File: src/sv/csfw_pkg.sv
// package for the counting semaphore with fifo waiters
// types, codes and default sizes shared by the interfaces and modules

package csfw_pkg;

  localparam int MAX_TASKS_DEF   = 16;
  localparam int COUNT_WIDTH_DEF = 16;

  localparam int TASK_W = 4;
  localparam int MASK_W = 16;
  localparam int CFG_W  = 16;

  localparam logic FUNC_WAIT   = 1'b0;
  localparam logic FUNC_SIGNAL = 1'b1;

  localparam logic [1:0] REG_INITIAL_COUNT = 2'd0;

  typedef enum logic [1:0] {
    ST_IDLE,
    ST_HEAD,
    ST_SCAN,
    ST_EMIT
  } csfw_state_t;

  // queue commands from the sequencer
  typedef struct packed {
    logic clear;
    logic pop;
    logic push;
    logic scan_start;
    logic scan_step;
  } csfw_qctl_t;

endpackage

File: src/sv/csfw_cmd_if.sv
// command channel: one semaphore operation per beat
// depends on csfw_pkg

interface csfw_cmd_if
  import csfw_pkg::*;
();
  logic              valid;
  logic              ready;
  logic              func;
  logic [TASK_W-1:0] task_id;
  logic [MASK_W-1:0] live_mask;
  logic [MASK_W-1:0] blocked_mask;

  modport source (output valid, func, task_id, live_mask, blocked_mask, input ready);
  modport sink   (input valid, func, task_id, live_mask, blocked_mask, output ready);
endinterface

File: src/sv/csfw_res_if.sv
// result channel: one result per command beat
// depends on csfw_pkg

interface csfw_res_if
  import csfw_pkg::*;
#(
  parameter int LEN_W = 5,
  parameter int CNT_W = COUNT_WIDTH_DEF
) ();
  logic              valid;
  logic              ready;
  logic              granted;
  logic              caller_blocked;
  logic              wake_valid;
  logic [TASK_W-1:0] wake_task;
  logic [LEN_W-1:0]  waiter_count;
  logic [CNT_W-1:0]  sem_count;

  modport source (output valid, granted, caller_blocked, wake_valid, wake_task,
                  waiter_count, sem_count, input ready);
  modport sink   (input valid, granted, caller_blocked, wake_valid, wake_task,
                  waiter_count, sem_count, output ready);
endinterface

File: src/sv/csfw_queue.sv
// circular waiter queue: memory, head pointer, length and scan pointer
// depends on csfw_pkg; driven by the sequencer in the top level

module csfw_queue
  import csfw_pkg::*;
#(
  parameter int MAX_TASKS = MAX_TASKS_DEF,
  localparam int IDX_W = $clog2(MAX_TASKS),
  localparam int LEN_W = $clog2(MAX_TASKS + 1)
) (
  input  logic              clk,
  input  logic              rst,
  input  csfw_qctl_t        ctl,
  input  logic [TASK_W-1:0] wr_data,
  output logic [TASK_W-1:0] rd_data,
  output logic [LEN_W-1:0]  len
);

  logic [TASK_W-1:0] mem [MAX_TASKS];
  logic [IDX_W-1:0]  head;
  logic [IDX_W-1:0]  scan_addr;
  logic [IDX_W-1:0]  rd_addr;
  logic [IDX_W-1:0]  tail;
  logic [IDX_W:0]    tail_sum;

  function automatic logic [IDX_W-1:0] ptr_inc(input logic [IDX_W-1:0] p);
    ptr_inc = (p == IDX_W'(MAX_TASKS - 1)) ? '0 : p + 1'b1;
  endfunction

  assign tail_sum = {1'b0, head} + (IDX_W + 1)'(len);
  assign tail = (tail_sum >= (IDX_W + 1)'(MAX_TASKS)) ?
                IDX_W'(tail_sum - (IDX_W + 1)'(MAX_TASKS)) : IDX_W'(tail_sum);

  // read the entry the sequencer looks at next cycle
  always_comb begin
    if (ctl.scan_step) begin
      rd_addr = ptr_inc(scan_addr);
    end else if (ctl.pop || ctl.scan_start) begin
      rd_addr = ptr_inc(head);
    end else begin
      rd_addr = head;
    end
  end

  always_ff @(posedge clk) begin
    if (rst || ctl.clear) begin
      head <= '0;
      len  <= '0;
    end else if (ctl.pop) begin
      head <= ptr_inc(head);
      len  <= len - 1'b1;
    end else if (ctl.push) begin
      len  <= len + 1'b1;
    end
  end

  always_ff @(posedge clk) begin
    if (ctl.scan_start) begin
      scan_addr <= ptr_inc(head);
    end else if (ctl.scan_step) begin
      scan_addr <= ptr_inc(scan_addr);
    end
  end

  always_ff @(posedge clk) begin
    if (ctl.push) begin
      mem[tail] <= wr_data;
    end
    rd_data <= mem[rd_addr];
  end

endmodule

File: src/sv/counting_semaphore_fifo_waiters.sv
// counting semaphore with a fair fifo of waiting task ids, apb config port
// depends on csfw_pkg, csfw_cmd_if, csfw_res_if and csfw_queue
//
//  channel  dir  handshake      beat
//  cmd      in   valid/ready    func, task_id, live_mask, blocked_mask
//  res      out  valid/ready    granted, caller_blocked, wake_valid, wake_task,
//                               waiter_count, sem_count
//  apb      in   psel/penable   initial_count at every address, pready tied high
//
// a command goes through the head state, then the emit state; on the way
// a wait that fails scans the queue one entry a cycle in the scan state, and
// a signal pops dead head waiters one a cycle in the head state; the single
// read port of the queue memory sets this pace. cmd.ready is high only while the
// sequencer is idle, and a new command is taken while the last result still sits in
// the output register; a held result stalls the sequencer in its emit state.
// rst is synchronous: count goes to 0, queue empties, no memory clearing pass.
// writing initial_count reloads the count (clamped) and empties the queue.

module counting_semaphore_fifo_waiters
  import csfw_pkg::*;
#(
  parameter int MAX_TASKS   = MAX_TASKS_DEF,
  parameter int COUNT_WIDTH = COUNT_WIDTH_DEF,
  localparam int LEN_W = $clog2(MAX_TASKS + 1)
) (
  input  logic              clk,
  input  logic              rst,
  input  logic              psel,
  input  logic              penable,
  input  logic              pwrite,
  input  logic [1:0]        paddr,
  input  logic [31:0]       pwdata,
  output logic [31:0]       prdata,
  output logic              pready,
  csfw_cmd_if.sink          cmd,
  csfw_res_if.source        res
);

  localparam logic [COUNT_WIDTH-1:0] CNT_MAX = {COUNT_WIDTH{1'b1}};
  localparam logic [31:0] CNT_MAX32 = 32'((64'd1 << COUNT_WIDTH) - 64'd1);

  csfw_state_t state, state_next;
  csfw_qctl_t  qctl;

  // config register and semaphore count
  logic [CFG_W-1:0]       initial_count;
  logic [COUNT_WIDTH-1:0] count_value;
  logic [COUNT_WIDTH-1:0] count_load;
  logic [31:0]            cfg_wide;
  logic                   cfg_we;

  // latched command
  logic              item_func;
  logic [TASK_W-1:0] item_task;
  logic [MASK_W-1:0] item_live;
  logic [MASK_W-1:0] item_blk;

  // working result flags
  logic              r_granted;
  logic              r_blocked;
  logic              r_wake;
  logic [TASK_W-1:0] r_wake_task;

  // queue view
  logic [TASK_W-1:0] rd_data;
  logic [LEN_W-1:0]  len;
  logic [LEN_W-1:0]  scan_pos;

  // sequencer decisions
  logic accept;
  logic out_free;
  logic cnt_dec;
  logic set_grant;
  logic set_block;
  logic set_wake;
  logic emit;
  logic is_head;
  logic scan_hit;
  logic scan_last;

  assign pready   = 1'b1;
  assign prdata   = 32'(initial_count);
  assign cfg_we   = psel && penable && pwrite && (paddr[1:0] == REG_INITIAL_COUNT ||
                    paddr[1:0] != REG_INITIAL_COUNT);
  assign cfg_wide = {16'd0, pwdata[CFG_W-1:0]};
  assign count_load = (cfg_wide > CNT_MAX32) ? CNT_MAX : COUNT_WIDTH'(cfg_wide);

  assign cmd.ready = (state == ST_IDLE);
  assign accept    = cmd.valid && cmd.ready;
  assign out_free  = !res.valid || res.ready;

  assign is_head   = (len != '0) && (rd_data == item_task);
  assign scan_hit  = (rd_data == item_task);
  assign scan_last = ((scan_pos + 1'b1) == len);

  csfw_queue #(
    .MAX_TASKS (MAX_TASKS)
  ) u_queue (
    .clk     (clk),
    .rst     (rst),
    .ctl     (qctl),
    .wr_data (item_task),
    .rd_data (rd_data),
    .len     (len)
  );

  // next state
  always_comb begin
    state_next = state;
    unique case (state)
      ST_IDLE: begin
        if (accept) state_next = ST_HEAD;
      end
      ST_HEAD: begin
        if (item_func == FUNC_WAIT) begin
          if (count_value != '0 && (len == '0 || is_head)) begin
            state_next = ST_EMIT;
          end else if (is_head || len == LEN_W'(MAX_TASKS) || len <= LEN_W'(1)) begin
            state_next = ST_EMIT;
          end else begin
            state_next = ST_SCAN;
          end
        end else begin
          // stay here while dead waiters are popped off the head
          if (len == '0 || item_live[rd_data]) state_next = ST_EMIT;
        end
      end
      ST_SCAN: begin
        if (scan_hit || scan_last) state_next = ST_EMIT;
      end
      ST_EMIT: begin
        if (out_free) state_next = ST_IDLE;
      end
      default: state_next = ST_IDLE;
    endcase
  end

  // sequencer outputs
  always_comb begin
    qctl       = '0;
    qctl.clear = cfg_we;
    cnt_dec    = 1'b0;
    set_grant  = 1'b0;
    set_block  = 1'b0;
    set_wake   = 1'b0;
    emit       = 1'b0;
    unique case (state)
      ST_IDLE: ;
      ST_HEAD: begin
        if (item_func == FUNC_WAIT) begin
          if (count_value != '0 && (len == '0 || is_head)) begin
            cnt_dec   = 1'b1;
            set_grant = 1'b1;
            qctl.pop  = is_head;
          end else begin
            set_block = 1'b1;
            if (!is_head && len != LEN_W'(MAX_TASKS)) begin
              // empty or single foreign entry: append now, else search the rest
              if (len <= LEN_W'(1)) qctl.push = 1'b1;
              else qctl.scan_start = 1'b1;
            end
          end
        end else if (len != '0) begin
          if (!item_live[rd_data]) qctl.pop = 1'b1;
          else set_wake = item_blk[rd_data];
        end
      end
      ST_SCAN: begin
        if (!scan_hit) begin
          if (scan_last) qctl.push = 1'b1;
          else qctl.scan_step = 1'b1;
        end
      end
      ST_EMIT: begin
        emit = out_free;
      end
      default: ;
    endcase
  end

  always_ff @(posedge clk) begin
    if (rst) begin
      state <= ST_IDLE;
    end else begin
      state <= state_next;
    end
  end

  always_ff @(posedge clk) begin
    if (rst) begin
      initial_count <= '0;
      count_value   <= '0;
    end else if (cfg_we) begin
      initial_count <= pwdata[CFG_W-1:0];
      count_value   <= count_load;
    end else if (accept && cmd.func == FUNC_SIGNAL && count_value != CNT_MAX) begin
      count_value <= count_value + 1'b1;
    end else if (cnt_dec) begin
      count_value <= count_value - 1'b1;
    end
  end

  // command latch and per-item flags
  always_ff @(posedge clk) begin
    if (accept) begin
      item_func   <= cmd.func;
      item_task   <= cmd.task_id;
      item_live   <= cmd.live_mask;
      item_blk    <= cmd.blocked_mask;
      r_granted   <= 1'b0;
      r_blocked   <= 1'b0;
      r_wake      <= 1'b0;
      r_wake_task <= '0;
    end else begin
      if (set_grant) r_granted <= 1'b1;
      if (set_block) r_blocked <= 1'b1;
      if (set_wake) begin
        r_wake      <= 1'b1;
        r_wake_task <= rd_data;
      end
    end
  end

  always_ff @(posedge clk) begin
    if (qctl.scan_start) begin
      scan_pos <= LEN_W'(1);
    end else if (qctl.scan_step) begin
      scan_pos <= scan_pos + 1'b1;
    end
  end

  // output register
  always_ff @(posedge clk) begin
    if (rst) begin
      res.valid <= 1'b0;
    end else if (emit) begin
      res.valid <= 1'b1;
    end else if (res.ready) begin
      res.valid <= 1'b0;
    end
  end

  always_ff @(posedge clk) begin
    if (emit) begin
      res.granted        <= r_granted;
      res.caller_blocked <= r_blocked;
      res.wake_valid     <= r_wake;
      res.wake_task      <= r_wake_task;
      res.waiter_count   <= len;
      res.sem_count      <= count_value;
    end
  end

`ifndef SYNTHESIS
  // a wait result never both grants and blocks
  a_grant_xor_block: assert property (@(posedge clk) disable iff (rst)
    res.valid |-> !(res.granted && res.caller_blocked))
    else $error("granted and caller_blocked both set");

  // a wake comes only from a signal, which carries no wait flags
  a_wake_signal_only: assert property (@(posedge clk) disable iff (rst)
    (res.valid && res.wake_valid) |-> (!res.granted && !res.caller_blocked))
    else $error("wake reported on a wait result");

  // queue length stays within the memory depth
  a_len_bound: assert property (@(posedge clk) disable iff (rst)
    len <= LEN_W'(MAX_TASKS))
    else $error("waiter queue overflow");

  // the sequencer drops ready right after taking a command
  a_busy_after_accept: assert property (@(posedge clk) disable iff (rst)
    accept |=> !cmd.ready)
    else $error("command taken while busy");
`endif

endmodule

File: src/flat_wrapper.sv
// flat-port wrapper written by rule: the top's interface ports become plain ports
module counting_semaphore_fifo_waiters_flat import csfw_pkg::*;
#(
  parameter int MAX_TASKS   = MAX_TASKS_DEF,
  parameter int COUNT_WIDTH = COUNT_WIDTH_DEF,
  localparam int LEN_W = $clog2(MAX_TASKS + 1)
)
  (clk, rst, psel, penable, pwrite, paddr, pwdata, prdata, pready, cmd_valid, cmd_func, cmd_task_id, cmd_live_mask, cmd_blocked_mask, cmd_ready, res_valid, res_granted, res_caller_blocked, res_wake_valid, res_wake_task, res_waiter_count, res_sem_count, res_ready);
  csfw_cmd_if cmd_i ();
  csfw_res_if res_i ();
  input  logic clk;
  input  logic rst;
  input  logic psel;
  input  logic penable;
  input  logic pwrite;
  input  logic [1:0] paddr;
  input  logic [31:0] pwdata;
  output logic [31:0] prdata;
  output logic pready;
  input wire logic [$bits(cmd_i.valid)-1:0] cmd_valid;
  input wire logic [$bits(cmd_i.func)-1:0] cmd_func;
  input wire logic [$bits(cmd_i.task_id)-1:0] cmd_task_id;
  input wire logic [$bits(cmd_i.live_mask)-1:0] cmd_live_mask;
  input wire logic [$bits(cmd_i.blocked_mask)-1:0] cmd_blocked_mask;
  output wire logic [$bits(cmd_i.ready)-1:0] cmd_ready;
  output wire logic [$bits(res_i.valid)-1:0] res_valid;
  output wire logic [$bits(res_i.granted)-1:0] res_granted;
  output wire logic [$bits(res_i.caller_blocked)-1:0] res_caller_blocked;
  output wire logic [$bits(res_i.wake_valid)-1:0] res_wake_valid;
  output wire logic [$bits(res_i.wake_task)-1:0] res_wake_task;
  output wire logic [$bits(res_i.waiter_count)-1:0] res_waiter_count;
  output wire logic [$bits(res_i.sem_count)-1:0] res_sem_count;
  input wire logic [$bits(res_i.ready)-1:0] res_ready;
  assign cmd_i.valid = cmd_valid;
  assign cmd_i.func = cmd_func;
  assign cmd_i.task_id = cmd_task_id;
  assign cmd_i.live_mask = cmd_live_mask;
  assign cmd_i.blocked_mask = cmd_blocked_mask;
  assign cmd_ready = cmd_i.ready;
  assign res_valid = res_i.valid;
  assign res_granted = res_i.granted;
  assign res_caller_blocked = res_i.caller_blocked;
  assign res_wake_valid = res_i.wake_valid;
  assign res_wake_task = res_i.wake_task;
  assign res_waiter_count = res_i.waiter_count;
  assign res_sem_count = res_i.sem_count;
  assign res_i.ready = res_ready;
  counting_semaphore_fifo_waiters #(.MAX_TASKS(MAX_TASKS), .COUNT_WIDTH(COUNT_WIDTH)) u_core (.clk(clk), .rst(rst), .psel(psel), .penable(penable), .pwrite(pwrite), .paddr(paddr), .pwdata(pwdata), .prdata(prdata), .pready(pready), .cmd(cmd_i), .res(res_i));
endmodule
File: config.mk
export PLATFORM = sky130hd
export DESIGN_NAME = counting_semaphore_fifo_waiters_flat
export DESIGN_NICKNAME = d
export VERILOG_FILES = /design/src/sv/csfw_pkg.sv /design/src/sv/csfw_cmd_if.sv /design/src/sv/csfw_res_if.sv /design/src/sv/csfw_queue.sv /design/src/sv/counting_semaphore_fifo_waiters.sv /design/src/flat_wrapper.sv
export SDC_FILE = /design/constraint.sdc
export NUM_CORES = 1
export LEC_CHECK = 0
export ABC_AREA = 1
export BUFFER_PORTS_ARGS = -buffer_cell sky130_fd_sc_hd__buf_2
export CORE_MARGIN = 3
export CORE_UTILIZATION = 52
export DETAILED_ROUTE_END_ITERATION = 10
export GPL_ROUTABILITY_DRIVEN = 0
export PLACE_DENSITY = 0.81
export SLEW_MARGIN = 20
export SYNTH_ARGS = -nofsm -noshare
export SYNTH_HDL_FRONTEND = slang
export SYNTH_SLANG_ARGS = --single-unit
File: constraint.sdc
create_clock -name clk -period 3.3 [get_ports clk]
set_clock_uncertainty 0.1 [all_clocks]
set_input_delay 0.495 -clock clk [delete_from_list [all_inputs] [get_ports clk]]
set_output_delay 0.495 -clock clk [all_outputs]
set_load 0.01 [all_outputs]
# Word-level counts from Yosys, hierarchy flattened

Memory sizes are Yosys's and may differ from the RTL's. A register that Yosys moved wholly into a read port is not among the register bits.
Index checks and enable logic that the tools add are counted.

$add $sub $neg: 9
Order comparisons: 4
Eq/ne operators: 14
Mux-type cells: 57
Reductions and logical operators: 31

Operators with widths:

| kind                                                   | count |
|---|---|
| two-way mux 16 bit                                     | 4 |
| two-way mux 1 bit                                      | 31 |
| two-way mux 4 bit                                      | 7 |
| two-way mux 2 bit                                      | 9 |
| adder 16 x 1 -> 16 bit (second input constant)         | 1 |
| greater-than comparator 16 bit (second input constant) | 1 |
| inequality test 16 bit (second input constant)         | 1 |
| nonzero test 16 bit                                    | 1 |
| subtractor 16 x 1 -> 16 bit (second input constant)    | 1 |
| adder 5 x 1 -> 5 bit (second input constant)           | 2 |
| two-way mux 5 bit                                      | 2 |
| logical AND 1 bit                                      | 9 |
| logical OR 1 bit                                       | 9 |
| adder 4 x 1 -> 4 bit (second input constant)           | 2 |
| binary-select mux 1 bit (select 4 bit)                 | 2 |
| == test 4 bit (second input constant)                  | 2 |
| case mux 2 bit (4 select lines)                        | 1 |
| nonzero test 2 bit                                     | 4 |
| adder 4 x 5 -> 5 bit                                   | 1 |
| == test 5 bit                                          | 1 |
| == test 5 bit (second input constant)                  | 1 |
| >= comparator 5 bit (second input constant)            | 1 |
| <= comparator 5 x 1 -> 1 bit (second input constant)   | 1 |
| zero test 5 bit                                        | 1 |
| 16 further kinds                                       | 20 |

Register bits: 125
RAM bits: 64
Bits of input ports: 78
Output and inout port bits: 63
Word-level logic and storage cells: 138
Memories: 1

Memory list:

| memory             | depth | bits a word | rd ports | clocked after memory_dff | wr ports | RTL line         | text |
|---|---|---|---|---|---|---|---|
| u_core.u_queue.mem | 16    | 4           | 1        | 1                        | 1        | csfw_queue.sv:19 | `logic [TASK_W-1:0] mem [MAX_TASKS];` |

# Depth between registers and ports, before layout

Word-level depth: 11
Gate-level depth with buffers: 21
Mapped depth without buffers: 20

# Modules after synthesis

Synthesis repeated with hierarchy kept, for this count alone.

Cells, all modules: 1075
Area total of the unflattened synthesis: 9649.3 um2

Modules (own cells, without submodules):

| module                          | times used | cells each | area an instance (um2) | sequential area each (um2) |
|---|---|---|---|---|
| counting_semaphore_fifo_waiters | 1          | 676        | 5700.5                 | 2892.8 |
| csfw_queue                      | 1          | 399        | 3948.8                 | 2302.2 |

# Least setup slack after synthesis

Ideal clock, no wire load.

Kind: register to register
From: reg u_core.count_value[8]
To: reg u_core.count_value[13]
Setup time: 74 ps
Arrival: 3168 ps
Data required time: 3126 ps
Path slack: -42 ps
Stages on the path, launching flop included: 16
Buffers on the path: 0
Clock period less this slack: 3342 ps
Path through: dfxtp_1 > nand2_1 > or3_1 > o21ai_1 > ha_1 > a21oi_1 > nand2_1 > a21oi_1 > o21ai_0 > a21oi_1 > o21ai_0 > a21oi_1 > nor2_1 > nor2_1 > nand2_1 > a31oi_1

Cells in the longest elaborated chain, start to end: 6
Elaborated cells between the ends (all ways): 13
Classes of those cells: 2 x add/sub; 1 x eq/ne; 6 x mux; 4 x reduce/logical

RTL lines:

| element                                                                             | RTL line                               | text |
|---|---|---|
| start: declaration                                                                  | counting_semaphore_fifo_waiters.sv:47  | `logic [COUNT_WIDTH-1:0] count_value;` |
| start signal: assignment                                                            | counting_semaphore_fifo_waiters.sv:195 | `count_value <= count_load;` |
| start signal: assignment                                                            | counting_semaphore_fifo_waiters.sv:197 | `count_value <= count_value + 1'b1;` |
| start signal: assignment                                                            | counting_semaphore_fifo_waiters.sv:199 | `count_value <= count_value - 1'b1;` |
| parallel branches: the longest is 6 deep, another holds subtractor 16 x 1 -> 16 bit | --                                     |  |

Parallel ways; which one is timed is not known. The select of a mux whose other input is x is not followed.
A chain may end at the register's enable or synchronous reset.

# Final worst setup path

From: reg u_core.count_value[10]
To: reg u_core.count_value[14]

The elaborated chain is that of the path after synthesis.

==> results_dict.tcl <==
set metrics [dict create \
    hold_ws_ns 0.130 \
    power.switching_w 0.00322 \
    drc 0 \
    relSlewSlack 0.370 \
    wl_per_cell_um 15.5 \
    first_pass_iters 5 \
    root_buffer "clkbuf_16" \
    syn_avg_cell_area_um2 9.53 \
    drt_iter0_drc 590 \
    via_per_inst 5.33 \
    irDropWorstVdd_mv 0.485 \
    fin_crit_sh 0.933 \
    ys_ff_latch 193 \
    ant_nets 0 \
    io_pins 141 \
    clock-sinks 193 \
    sw_frac_of_total 0.380 \
    pwr-share-comb 0.382 \
    synth_largest_area_cell "edfxtp_1" \
    drv_slew 0 \
    cp.arrival_ns 3.30 \
    cts_tree "built" \
    grt_start_max_net_pins 38 \
    clk_latency_ns 0.44 \
    core_region_area_um2 17400 \
    hold_violations 0 \
    critical_path.startpoint_type "register" \
    finalPower_w 0.00847 \
    cts_hold_buf 0 \
    syn_inst 979 \
    fmax_ghz 0.325 \
    power_density_nw_per_um2 789 \
    tns_ns 0 \
    overflow 0 \
    grt_use_total 0.214 \
    hp-class "primary input to register" \
    clkPwrFrac 0.239 \
    grt_pass1_vias 6795 \
    syn_to_final_growth_pct 15.1 \
    status "complete, no violations" \
    internal-power_w 0.00525 \
    portBuffers 105 \
    yosysSeqAreaShare 0.557 \
    drive_above_1_share 0.193 \
    critPathKind "register to register" \
    cts_inserted_buffers 17 \
    rsz0062_at_grt "no" \
    clockBufferDepth 2 \
    rows 48 \
    syn_area_um2 9330 \
    die-area_um2 19600 \
    start_util 0.536 \
    die_height_um 140 \
    p_leak_nw 4.68 \
    drv_cap 0 \
    grt_pass1_wl_um 33700 \
    min_period_ns 3.08 \
    p_seq_frac 0.379 \
    vias 7144 \
    yosysWarningCount 0 \
    tightest_slew_ns 0.943 \
    antenna_found_initial 0 \
    required_ns 3.52 \
    htree_num_levels 4 \
    dieWidth_um 140 \
    netlist.area_leader.share 0.428 \
    yosys.cell_types.count 49 \
    end_kind "register" \
    synth.area.top_cells "edfxtp_1 (43%), dfxtp_1 (13%), nand2_1 (8.5%), nand3_1 (5.6%), inv_1 (4.4%)" \
    dp_hpwl_um 14500 \
    finalSetupViolations 0 \
    diodes 0 \
    postLayoutCoreUtil 0.616 \
    path_clk_slew_ns 0.07 \
    layout.nets 1211 \
    routed_wl_um 20800 \
    cp_max_fo 10 \
    ff2ff_setup_slack_ns 0.22 \
]
[registers in the layout, summed over array words and instances, names as in the netlist, 4 cells and up]
signal and flops:
u_core.u_queue.mem 64, u_core.count_value 16, u_core.initial_count 16, u_core.item_blk 16, u_core.item_live 16, u_core.res.sem_count 16, u_core.res.waiter_count 5, u_core.scan_pos 5
u_core.u_queue.len 5, u_core.item_task 4, u_core.r_wake_task 4, u_core.res.wake_task 4, u_core.u_queue.head 4, u_core.u_queue.rd_data 4, u_core.u_queue.scan_addr 4
[kinds of logic (layout without fill, tap and decap cells)]
kind of cell	count (synthesis)	count (layout)	share of synthesized area
buffers and inverters	162	283	0.0828
AO/OA/AOI/OAI	149	149	0.0879
other	2	17	0.000805
AND/OR/NAND/NOR	428	428	0.214
flip-flops	193	193	0.557
adder cells (fa/ha/maj)	31	31	0.0432
XOR/XNOR	14	14	0.0140
[Yosys cell counts, drive strengths merged]
master,count
a21boi,1
a21o,2
a21oi,56
a22oi,1
a31oi,15
buf,34
clkbuf,10
conb,2
dfxtp,60
edfxtp,133
fa,2
ha,29
inv,118
nand2,223
nand3,114
nand3b,10
nand4,8
nor2,60
nor3,5
o2111ai,2
o211ai,3
o21a,4
o21ai,58
o21bai,1
o221ai,1
o22ai,5
or2,7
or3,1
xnor2,8
xor2,6
[through the flow]
step	instances	instance area, um^2	setup slack [ns]
global placement	1307	10100	0.255
global route	1340	10700	0.0325
floorplan	994	9390	0.236
CTS	1339	10700	0.143
detailed placement	1307	10100	0.202
finish	1340	10700	0.222
[repair_timing]
action,4_1_cts,5_1_grt
gates resized for setup,0,7
setup endpoints to repair,0,5
buffers inserted,0,1
[per-layer routing]
layer  global-route usage  wire length [um]  share of wire  vias up
met5                    0                 0              0        -
met4               0.0673               337          0.016        0
met3               0.0447              1330          0.064       28
met2                0.361             10200           0.49      256
met1                0.278              8910           0.43     3339
li1                     -                 -              -     3521
[critical path, stage by stage (launching register included)]
cell and delay, ns:
dfxtp_1 0.41, nand4_1 0.11, or3_1 0.39, o21ai_4 0.25
buf_4 0.23, ha_1 0.30, a21oi_1 0.16, nand2_1 0.10
nand3_1 0.09, o2111ai_1 0.17, nand2_1 0.10, nand2_1 0.05
nand2_1 0.05, nand2_1 0.05, or2_2 0.27, nand3_1 0.07
a31oi_1 0.07
[path summary, 6_finish.rpt]
path / from / end / depth (start not counted)
max: u_core.count_value[10]$_SDFFE_PP0P_ / u_core.count_value[14]$_SDFFE_PP0P_ / 16
min: cmd_blocked_mask[10] / u_core.item_blk[10]$_DFFE_PN_ / 1
max reg2reg: u_core.count_value[10]$_SDFFE_PP0P_ / u_core.count_value[14]$_SDFFE_PP0P_ / 16
min reg2reg: u_core.r_wake_task[3]$_SDFFE_PN0P_ / u_core.res.wake_task[3]$_DFFE_PP_ / 0
[power groups by stage]
stage	Clock [W]	Combinational (W)	Sequential (W)
global route	0.00215	0.00364	0.00325
CTS	0.00204	0.00317	0.00321
floorplan	0	0.00237	0.00325
global placement	0	0.00305	0.00325
finish	0.00203	0.00323	0.00321
detailed placement	0	0.00312	0.00326
[layout by cell type (no fill, tap or decap), types with 5 or more instances in the layout]
cell and n:
nand3_1 105, xnor2_1 7, edfxtp_1 133, or2_2 6, nand2_2 8, o21ai_0 54
inv_6 7, nand4_1 7, nor2_1 55, buf_4 27, buf_2 105, nand3b_1 10
inv_2 6, o22ai_1 5, conb_1 17, a31oi_1 15, ha_1 28, nand2_1 209
clkbuf_16 17, nor3_1 5, dfxtp_1 60, nand3_2 5, inv_1 109, a21oi_1 54
xor2_1 6
[layout make-up]
cell class | instances | area (um^2)
fill | 1374 | 6680
sequential | 193 | 5190
multi-input combinational | 639 | 3470
timing repair buffer | 133 | 748
inverter | 118 | 455
clock buffer | 18 | 439
tap | 225 | 282
clock inverter | 14 | 144
Power figures use the tool's default switching activity.
